$ cat config.mk
export PLATFORM = sky130hd
export DESIGN_NAME = utf8_stream_decoder
export DESIGN_NICKNAME = d
export VERILOG_FILES = /design/src/hdl/utf8d_pkg.sv /design/src/hdl/utf8d_decode.sv /design/src/hdl/utf8d_queue.sv /design/src/hdl/utf8_stream_decoder.sv
export SDC_FILE = /design/constraint.sdc
export NUM_CORES = 1
export LEC_CHECK = 0
export ABC_AREA = 1
export BUFFER_PORTS_ARGS = -buffer_cell sky130_fd_sc_hd__buf_2
export CORE_MARGIN = 1
export CORE_UTILIZATION = 50
export CTS_CLUSTER_SIZE = 25
export DETAILED_ROUTE_END_ITERATION = 6
export HOLD_SLACK_MARGIN = 0.1
export PLACE_DENSITY_LB_ADDON = 0.05
export SLEW_MARGIN = 20
export SYNTH_ARGS = -nofsm -noshare
export SYNTH_HDL_FRONTEND = slang
export SYNTH_SLANG_ARGS = --single-unit
$ cat constraint.sdc
create_clock -name clk -period 5.25 [get_ports clk]
set_input_delay 0.525 -clock clk [delete_from_list [all_inputs] [get_ports clk]]
set_output_delay 0.525 -clock clk [all_outputs]
set_load 0.01 [all_outputs]
$ cat src/hdl/utf8d_pkg.sv
`default_nettype none

package utf8d_pkg;

	// Default depth of the result queue; two slots are kept free for one byte's results.
	localparam int QUEUE_DEPTH = 4;

	typedef struct packed {
		logic [7:0] data_byte;
		logic       end_of_buffer;
	} in_beat_t;

	typedef struct packed {
		logic [30:0] code_point;
		logic [2:0]  byte_length;
		logic        truncated;
		logic        last_of_run;
	} out_beat_t;

	// Results of one decoded byte, packed from slot 0 upward.
	typedef struct packed {
		logic [1:0] count;
		out_beat_t  slot0;
		out_beat_t  slot1;
	} dec_push_t;

	// Queue status seen by the input stage.
	typedef struct packed {
		logic room;
	} queue_stat_t;

endpackage

`default_nettype wire

$ cat src/hdl/utf8d_decode.sv
`default_nettype none

module utf8d_decode (
	input  wire                 clk,
	input  wire                 arst_n,
	input  wire                 advance,
	input  utf8d_pkg::in_beat_t beat_s1,
	output utf8d_pkg::dec_push_t push
);

	localparam logic [7:0] CONT_MASK  = 8'hC0;
	localparam logic [7:0] CONT_VAL   = 8'h80;
	localparam logic [7:0] LEAD2_MASK = 8'hE0;
	localparam logic [7:0] LEAD2_VAL  = 8'hC0;
	localparam logic [7:0] LEAD3_MASK = 8'hF0;
	localparam logic [7:0] LEAD3_VAL  = 8'hE0;
	localparam logic [7:0] LEAD4_MASK = 8'hF8;
	localparam logic [7:0] LEAD4_VAL  = 8'hF0;
	localparam logic [7:0] LEAD5_MASK = 8'hFC;
	localparam logic [7:0] LEAD5_VAL  = 8'hF8;
	localparam logic [7:0] LEAD6_MASK = 8'hFE;
	localparam logic [7:0] LEAD6_VAL  = 8'hFC;

	logic [30:0] pv_q, pv_n;
	logic [2:0]  el_q, el_n;
	logic [2:0]  gc_q, gc_n;
	logic        pend_q, pend_n;

	logic [7:0]  b;
	logic        eob;
	logic        cont;
	logic        have_a, have_b;
	logic [2:0]  lead_len;
	logic [4:0]  lead_bits;
	utf8d_pkg::out_beat_t res_a, res_b;

	assign b    = beat_s1.data_byte;
	assign eob  = beat_s1.end_of_buffer;
	assign cont = (b & CONT_MASK) == CONT_VAL;

	// Lead byte classification.
	always_comb begin
		lead_len  = 3'd0;
		lead_bits = 5'd0;
		if ((b & LEAD2_MASK) == LEAD2_VAL) begin
			lead_len  = 3'd2;
			lead_bits = b[4:0];
		end else if ((b & LEAD3_MASK) == LEAD3_VAL) begin
			lead_len  = 3'd3;
			lead_bits = {1'b0, b[3:0]};
		end else if ((b & LEAD4_MASK) == LEAD4_VAL) begin
			lead_len  = 3'd4;
			lead_bits = {2'b0, b[2:0]};
		end else if ((b & LEAD5_MASK) == LEAD5_VAL) begin
			lead_len  = 3'd5;
			lead_bits = {3'b0, b[1:0]};
		end else if ((b & LEAD6_MASK) == LEAD6_VAL) begin
			lead_len  = 3'd6;
			lead_bits = {4'b0, b[0]};
		end
	end

	// Result slot A: character finished or cut short by this byte.
	// Result slot B: the new character that this byte opens.
	always_comb begin
		pv_n   = pv_q;
		el_n   = el_q;
		gc_n   = gc_q;
		pend_n = pend_q;
		have_a = 1'b0;
		have_b = 1'b0;
		res_a  = '0;
		res_b  = '0;
		if (pend_q && cont) begin
			pv_n = {pv_q[24:0], b[5:0]};
			gc_n = gc_q + 3'd1;
			if (gc_n >= el_q) begin
				have_a = 1'b1;
				res_a  = '{code_point: pv_n, byte_length: gc_n, truncated: 1'b0,
					last_of_run: 1'b0};
				pend_n = 1'b0;
			end else if (eob) begin
				have_a = 1'b1;
				res_a  = '{code_point: pv_n, byte_length: gc_n, truncated: 1'b1,
					last_of_run: 1'b0};
				pend_n = 1'b0;
			end
		end else begin
			if (pend_q) begin
				have_a = 1'b1;
				res_a  = '{code_point: pv_q, byte_length: gc_q, truncated: 1'b1,
					last_of_run: 1'b0};
				pend_n = 1'b0;
			end
			if (!b[7]) begin
				have_b = 1'b1;
				res_b  = '{code_point: {24'd0, b[6:0]}, byte_length: 3'd1,
					truncated: 1'b0, last_of_run: 1'b0};
			end else if (lead_len != 3'd0) begin
				pv_n   = {26'd0, lead_bits};
				el_n   = lead_len;
				gc_n   = 3'd1;
				pend_n = 1'b1;
				if (eob) begin
					have_b = 1'b1;
					res_b  = '{code_point: {26'd0, lead_bits}, byte_length: 3'd1,
						truncated: 1'b1, last_of_run: 1'b0};
					pend_n = 1'b0;
				end
			end else begin
				// stray continuation or 0xFE/0xFF: pass through unsigned
				have_b = 1'b1;
				res_b  = '{code_point: {23'd0, b}, byte_length: 3'd1,
					truncated: 1'b0, last_of_run: 1'b0};
			end
		end
	end

	// Pack results from slot 0 and mark the last one.
	always_comb begin
		push = '0;
		if (advance) begin
			push.count = {1'b0, have_a} + {1'b0, have_b};
			if (have_a) begin
				push.slot0 = res_a;
				push.slot1 = res_b;
			end else begin
				push.slot0 = res_b;
			end
			push.slot0.last_of_run = (push.count == 2'd1);
			push.slot1.last_of_run = 1'b1;
		end
	end

	always_ff @(posedge clk or negedge arst_n) begin
		if (!arst_n) begin
			pv_q   <= '0;
			el_q   <= '0;
			gc_q   <= '0;
			pend_q <= 1'b0;
		end else if (advance) begin
			pv_q   <= pv_n;
			el_q   <= el_n;
			gc_q   <= gc_n;
			pend_q <= pend_n;
		end
	end

	a_pend_short: assert property (@(posedge clk) disable iff (!arst_n)
		pend_q |-> (gc_q >= 3'd1) && (gc_q < el_q) && (el_q <= 3'd6))
		else $error("character in progress with bad length bookkeeping");

	a_push_count: assert property (@(posedge clk) disable iff (!arst_n)
		push.count != 2'd3)
		else $error("more than two results from one byte");

	a_idle_push: assert property (@(posedge clk) disable iff (!arst_n)
		!advance |-> push.count == 2'd0)
		else $error("results pushed without an advancing byte");

endmodule

`default_nettype wire

$ cat src/hdl/utf8d_queue.sv
`default_nettype none

module utf8d_queue #(
	parameter int Depth = utf8d_pkg::QUEUE_DEPTH
) (
	input  wire                    clk,
	input  wire                    arst_n,
	input  utf8d_pkg::dec_push_t   push,
	output utf8d_pkg::queue_stat_t stat,
	output logic                   char_valid,
	input  wire                    char_stall,
	output utf8d_pkg::out_beat_t   char_beat
);

	localparam int PW = (Depth > 1) ? $clog2(Depth) : 1;
	localparam int CW = $clog2(Depth + 1);

	utf8d_pkg::out_beat_t mem_q [Depth];
	logic [PW-1:0] wr_ptr_q, rd_ptr_q, wr_ptr_1;
	logic [CW-1:0] count_q;
	logic          pop;

	function automatic logic [PW-1:0] ptr_inc(input logic [PW-1:0] p);
		return (p == PW'(Depth - 1)) ? '0 : p + PW'(1);
	endfunction

	assign wr_ptr_1   = ptr_inc(wr_ptr_q);
	assign char_valid = count_q != '0;
	assign char_beat  = mem_q[rd_ptr_q];
	assign pop        = char_valid && !char_stall;
	// keep room for the worst case of two results from one byte
	assign stat.room  = count_q <= CW'(Depth - 2);

	always_ff @(posedge clk) begin
		if (push.count != 2'd0) begin
			mem_q[wr_ptr_q] <= push.slot0;
		end
		if (push.count == 2'd2) begin
			mem_q[wr_ptr_1] <= push.slot1;
		end
	end

	always_ff @(posedge clk or negedge arst_n) begin
		if (!arst_n) begin
			wr_ptr_q <= '0;
			rd_ptr_q <= '0;
			count_q  <= '0;
		end else begin
			case (push.count)
				2'd1:    wr_ptr_q <= wr_ptr_1;
				2'd2:    wr_ptr_q <= ptr_inc(wr_ptr_1);
				default: wr_ptr_q <= wr_ptr_q;
			endcase
			if (pop) begin
				rd_ptr_q <= ptr_inc(rd_ptr_q);
			end
			count_q <= count_q + CW'(push.count) - CW'(pop);
		end
	end

	a_no_overflow: assert property (@(posedge clk) disable iff (!arst_n)
		count_q <= CW'(Depth))
		else $error("result queue overflow");

	a_push_room: assert property (@(posedge clk) disable iff (!arst_n)
		(push.count != 2'd0) |-> stat.room)
		else $error("results pushed without room for two");

	a_count_track: assert property (@(posedge clk) disable iff (!arst_n)
		(push.count == 2'd0) && !pop |=> $stable(count_q))
		else $error("queue count moved with no push or pop");

endmodule

`default_nettype wire

$ cat src/hdl/utf8_stream_decoder.sv
`default_nettype none

// Byte-serial decoder for a lenient UTF-8 stream with lead forms of one to six bytes.
// Feed one byte per beat on the byte channel; set end_of_buffer on the last byte to flush
// a character still in progress. Each decoded character leaves on the char channel with
// its code point, byte length and a truncated flag; a byte that breaks off a character
// produces the cut-short character, then its own beat if any, and last_of_run marks the
// final beat caused by each input byte. Stray bytes (0x80-0xBF outside a character,
// 0xFE, 0xFF) pass through as one-byte characters with their unsigned value. Timing:
// a byte is taken every cycle as long as the char side keeps up; the byte is held in
// the input register, is decoded in one pass against the character state, and its
// results are written into the result queue that feeds the char channel. The result queue
// (QueueDepth entries) advances a byte only when two slots are free, and the char channel
// drains one beat per cycle while char_stall is low, so a byte that yields two results
// takes one output beat for each.
module utf8_stream_decoder #(
	parameter int QueueDepth = utf8d_pkg::QUEUE_DEPTH
) (
	input  wire                  clk,
	input  wire                  arst_n,
	input  wire                  byte_valid,
	output logic                 byte_stall,
	input  utf8d_pkg::in_beat_t  byte_beat,
	output logic                 char_valid,
	input  wire                  char_stall,
	output utf8d_pkg::out_beat_t char_beat
);

	logic                   valid_s1;
	utf8d_pkg::in_beat_t    beat_s1;
	logic                   advance;
	utf8d_pkg::dec_push_t   push;
	utf8d_pkg::queue_stat_t stat;

	// Advance the held byte once the queue can absorb both possible results;
	// otherwise stall the byte channel and hold the input register.
	assign advance    = valid_s1 && stat.room;
	assign byte_stall = valid_s1 && !stat.room;

	always_ff @(posedge clk or negedge arst_n) begin
		if (!arst_n) begin
			valid_s1 <= 1'b0;
		end else if (byte_valid && !byte_stall) begin
			valid_s1 <= 1'b1;
		end else if (advance) begin
			valid_s1 <= 1'b0;
		end
	end

	// Payload register: capture on accept only.
	always_ff @(posedge clk) begin
		if (byte_valid && !byte_stall) begin
			beat_s1 <= byte_beat;
		end
	end

	utf8d_decode u_decode (
		.clk     (clk),
		.arst_n  (arst_n),
		.advance (advance),
		.beat_s1 (beat_s1),
		.push    (push)
	);

	utf8d_queue #(
		.Depth (QueueDepth)
	) u_queue (
		.clk        (clk),
		.arst_n     (arst_n),
		.push       (push),
		.stat       (stat),
		.char_valid (char_valid),
		.char_stall (char_stall),
		.char_beat  (char_beat)
	);

endmodule

`default_nettype wire
* Yosys cells after proc, flatten, opt, wreduce, memory -nomap -nowiden
Memories as Yosys holds them, arrays and structs flattened.
Index checks and enable logic that the tools add are counted.
W data, S select, Z words.
** Word-level totals
- Bits in registers :: 55
- RAM bits :: 144
- Output and inout bits :: 38
- Memories kept :: 1
** Memories
- u_queue.mem_q :: depth 4, bits a word 36, read ports 1, clocked after memory_dff 0, wr ports 2, RTL line utf8d_queue.sv:18 : utf8d_pkg::out_beat_t mem_q [Depth];
** Operators by class
- Add/subtract/negate cells :: 7
- $lt $le $gt $ge :: 2
- Equal/unequal tests :: 13
- Multiplexer cells :: 50
- Bitwise logic cells :: 1
- Reductions and logical operators :: 18
** Operator list (count)
- $mux W36 :: 8
- $mux W31 :: 3
- $mux W74 :: 1
- $mux W3 :: 8
- $mux W1 :: 20
- $mux W5 :: 4
- $mux W13 :: 1
- $eq A2 B2 Y1 const B :: 5
- $mux W10 :: 1
- $reduce_bool A2 Y1 :: 5
- $eq A7 B7 Y1 const B :: 1
- $add A2 B1 Y2 const B :: 3
- $eq A6 B6 Y1 const B :: 1
- $mux W2 :: 3
- $reduce_bool A3 Y1 :: 2
- $eq A5 B5 Y1 const B :: 1
- $logic_and A1 B1 Y1 :: 5
- $eq A2 B1 Y1 const B :: 2
- $eq A4 B4 Y1 const B :: 1
- $pmux W2 S2 :: 1
- $reduce_and A4 Y1 :: 1
- $add A3 B1 Y3 const B :: 1
- $add A3 B2 Y3 :: 1
- $eq A3 B3 Y1 const B :: 1
- 9 further kinds :: 11

* Logic depth before layout (Yosys ltp)
- Word-level depth :: 16
- Mapped depth :: 23
- Gate-level depth less buffers :: 20

* Modules after synthesis
Synthesis repeated with hierarchy kept, for this count alone.
** Second synthesis, totals
- Cell total of the unflattened synthesis :: 1234
- Area total of the unflattened synthesis :: 10844.2 sq um
** By module, submodules not included
- utf8d_queue :: instances 1, cells an instance 808, area each 7542.2 sq um, sequential area each 4499.3 sq um
- utf8d_decode :: instances 1, cells an instance 408, area each 2966.6 sq um, sequential area each 950.9 sq um
- utf8_stream_decoder :: instances 1, cells an instance 18, area each 335.3 sq um, sequential area each 295.3 sq um

* Least setup slack after synthesis
OpenSTA, ideal clock, no wires.
- Kind :: register to register
- From :: register u_decode.gc_q[0]
- To :: memory u_queue.mem_q[2][0] (netlist bit), enable pin
- Data arrival time :: 3588 ps
- Data required time :: 4924 ps
- Slack :: 1336 ps
- Stages on the path, launching flop included :: 21
- Clock period less this slack :: 3914 ps
- Cell sequence :: dfrtp_1 -> ha_1 -> xnor2_1 -> inv_1 -> ha_1 -> nand2_1 -> nand2_1 -> nor2_1 -> nand4_4 -> nand2_1 -> buf_4 -> inv_1 -> ha_1 -> inv_1 -> nor2_1 -> inv_1 -> ha_1 -> clkbuf_1 -> nand2_1 -> clkbuf_1 -> nand2_1
** RTL lines
- from (decl) :: RTL line utf8d_decode.sv:26 : logic [2:0] gc_q, gc_n;
- from (signal assigned) :: RTL line utf8d_decode.sv:144 : gc_q <= gc_n;
- to (decl) :: RTL line utf8d_queue.sv:18

==> metrics.yaml <==
status: "finished, final reports clean"
internal_power_mw: 3.103
avgSynthCellArea_um2: 7.831
synth_seq_cells: 199
postSynthCellCount: 1222
netSwitchingFraction_pct: 44.95
worst-path-max-fanout: 25
grt_pass1_vias: 7836
maxSlewViolCount: 0
grt_start_max_net_pins: 76
fin_crit_sh_pct: 89.05
pwr-share-clk_pct: 24.5
vias: 8504
fin_tns_setup_ns: 0
antenna_found_initial: 0
clkSinkCount: 199
grt.overflow.total: 0
post-route-min-period_ns: 4.675
pwr-share-seq_pct: 34.0
wirelength_mm: 26.51
gp_congestion: 0.9089
grt_pass1_wl_mm: 42.84
area.growth.synth_to_final_pct: 10.11
start_util_pct: 51.16
dr.pass1.iters: 5
worst-setup-path-type: "register to register"
die_h_um: 140.3
root_buffer: "clkbuf_16"
io_pins: 51
drc_errors: 0
cts.repair.resized: 0
grt_setup_unrepaired: "false"
worstSetupStartpoint: "u_decode.gc_q[0]"
seq_area_um2: 4746
critPathRequiredTime_ns: 5.54
post_drt_via_cell_ratio: 5.762
cts_buffers: 17
core_region_area_um2: 18710
tightest_slew_ns: 0.8698
syn-num-nets: 1254
diodes: 0
multi_input_area_um2: 4273
synth.area.top_cells: "dfxtp_1 21%, edfxtp_1 17%, dfrtp_1 12%"
power_frac_comb_pct: 41.5
port-buffer-count: 50
r2r_end: "u_queue.mem_q[0][18]"
wl_per_cell_um: 17.96
slew_headroom_pct: 41.95
ff2ff_path_depth: 21
track_usage_pct: 28.11
leakagePower_nw: 4.581
final_net_count: 1261
syn_area_um2: 9569
synth_top_area_share_pct: 20.92
ant_nets: 0
ys_types: 38
drt_first_iter_violations: 790
path_clk_slew_ns: 0.08
detailed_place_hpwl_mm: 17.00
dieArea_um2: 19700
yosysWarnings: 0
drive_above_1_share_pct: 9.662
worstPathArrival_ns: 4.96
start_kind: "register"
ff2ff_setup_slack_ns: 0.57
skew_ns: 0.01154
die_width_um: 140.3
critPathCaptureType: "register"
vdd_drop_max_v: 0.0003310
rows: 50
max_freq_ghz: 0.2139
netSwitchingPower_mw: 2.534
fillerInstances: 1815
synth_seq_area_share_pct: 49.58
tritoncts: "yes"
maxCapViolations: 0
finalHoldViolations: 0
cts_buffer_depth: 2
fin_util_pct: 56.33
cts_hold_buf: 0
cts_setup_buffers: 0
finalSetupViolCount: 0
htreeDepth: 4
r2r-start: "u_decode.gc_q[0]"
synth_top_area_cell: "dfxtp_1"
crit_end: "u_queue.mem_q[0][18]"
hp-class: "primary input to asynchronous set/reset pin"
powerDensity_nw_per_um2: 535.0
clock_latency_ns: 0.45
==> critical path, stage by stage (launching register included) <==
cell and delay, ns:
dfrtp_1 0.44, ha_1 0.23, xnor2_1 0.17, inv_1 0.07
ha_1 0.30, nand2_1 0.08, nand2_1 0.05, nor2_1 0.28
nand4_4 0.17, nand2_1 0.32, inv_1 0.08, ha_1 0.37
inv_1 0.08, nor2_1 0.05, inv_1 0.09, ha_1 0.26
nand2_1 0.10, inv_1 0.27, nor2_1 0.07, buf_4 0.18
inv_1 0.64, o21ai_0 0.21
==> through the flow <==
step	power (mW)	hold slack [ns]	cells	area [um^2]	worst slack, ns
6_report	5.636	0.1621	1476	10540	0.5748
5_1_grt	5.991	0.2156	1476	10540	0.1269
4_1_cts	5.650	0.1895	1476	10540	0.5513
3_5_place_dp	4.271	0.4587	1444	9901	0.5932
3_3_place_gp	4.272	0.4544	1444	9901	0.7522
2_1_floorplan	3.532	0.2294	1222	9569	1.336
==> flip-flops by register name, indices dropped and copies added (netlist names) <==
name              count
u_decode.el_q         3
u_queue.rd_ptr_q      2
u_decode.pv_q        31
valid_s1              1
u_decode.gc_q         3
u_queue.mem_q       144
u_queue.count_q       3
beat_s1               9
u_decode.pend_q       1
u_queue.wr_ptr_q      2
==> cells by family after synthesis <==
group           synth area share, %
flops                         49.58
fa+ha+maj                     2.563
xor+xnor                     0.5492
compound gates                13.15
simple gates                  28.31
buf+inv                       5.845
==> cells in the mapped netlist, drive strengths merged <==
cell and count:
nand2 300, nand3 203, o21ai 185, nor2 114, dfxtp 100, clkbuf 53
edfxtp 53, inv 51, dfrtp 46, o22ai 36, buf 27, ha 18
a21oi 10, nand4 9, xnor2 4, a31oi 3, clkinv 2, o31ai 2
xor2 2, a311oi 1, fa 1, nor3 1, o21a 1
==> power by group through the flow <==
| stage | combinational (mW) | clock (mW) | sequential, mW |
|---|---|---|---|
| floorplan | 1.62 | 0 | 1.91 |
| global placement | 2.33 | 0 | 1.94 |
| detailed placement | 2.32 | 0 | 1.95 |
| CTS | 2.33 | 1.40 | 1.91 |
| global route | 2.59 | 1.46 | 1.93 |
| finish | 2.34 | 1.38 | 1.91 |
==> worst min-delay path by stage <==
stage	end	slack, ns	cells past startpoint	start
after detailed placement	u_decode.pv_q[26]	0.46	2	u_decode.pv_q[26]
after global routing	u_decode.el_q[0]	0.22	2	arst_n
after floorplan	u_decode.el_q[0]	0.23	0	arst_n
after CTS	u_decode.el_q[0]	0.19	2	arst_n
final	u_decode.el_q[0]	0.16	2	arst_n
after global placement	u_decode.pv_q[26]	0.45	2	u_decode.pv_q[26]
==> layer usage <==
metal	up-vias	track usage (%)	part of all wire [%]
met3	19	5.880	7.8
li1	4165	-	-
met1	4040	42.20	48
met4	0	7.750	1.3
met2	280	40.68	43
met5	-	0	0
==> cell type report <==
type	count	area share, %
Sequential cell	199	45.04
Multi-Input combinational cell	890	40.55
Clock buffer	17	4.038
Timing Repair Buffer	68	3.658
Tap cell	234	2.779
Clock inverter	15	1.995
Inverter	53	1.936
==> placed cells by master (no fill, tap or decap), types with 36 or more instances in the layout <==
cell type	n
nand2_1	298
nand3_1	199
o21ai_0	183
nor2_1	109
dfxtp_1	100
edfxtp_1	53
buf_2	50
inv_1	47
dfrtp_1	45
o22ai_1	36
(Power assumes the default switching activity.)
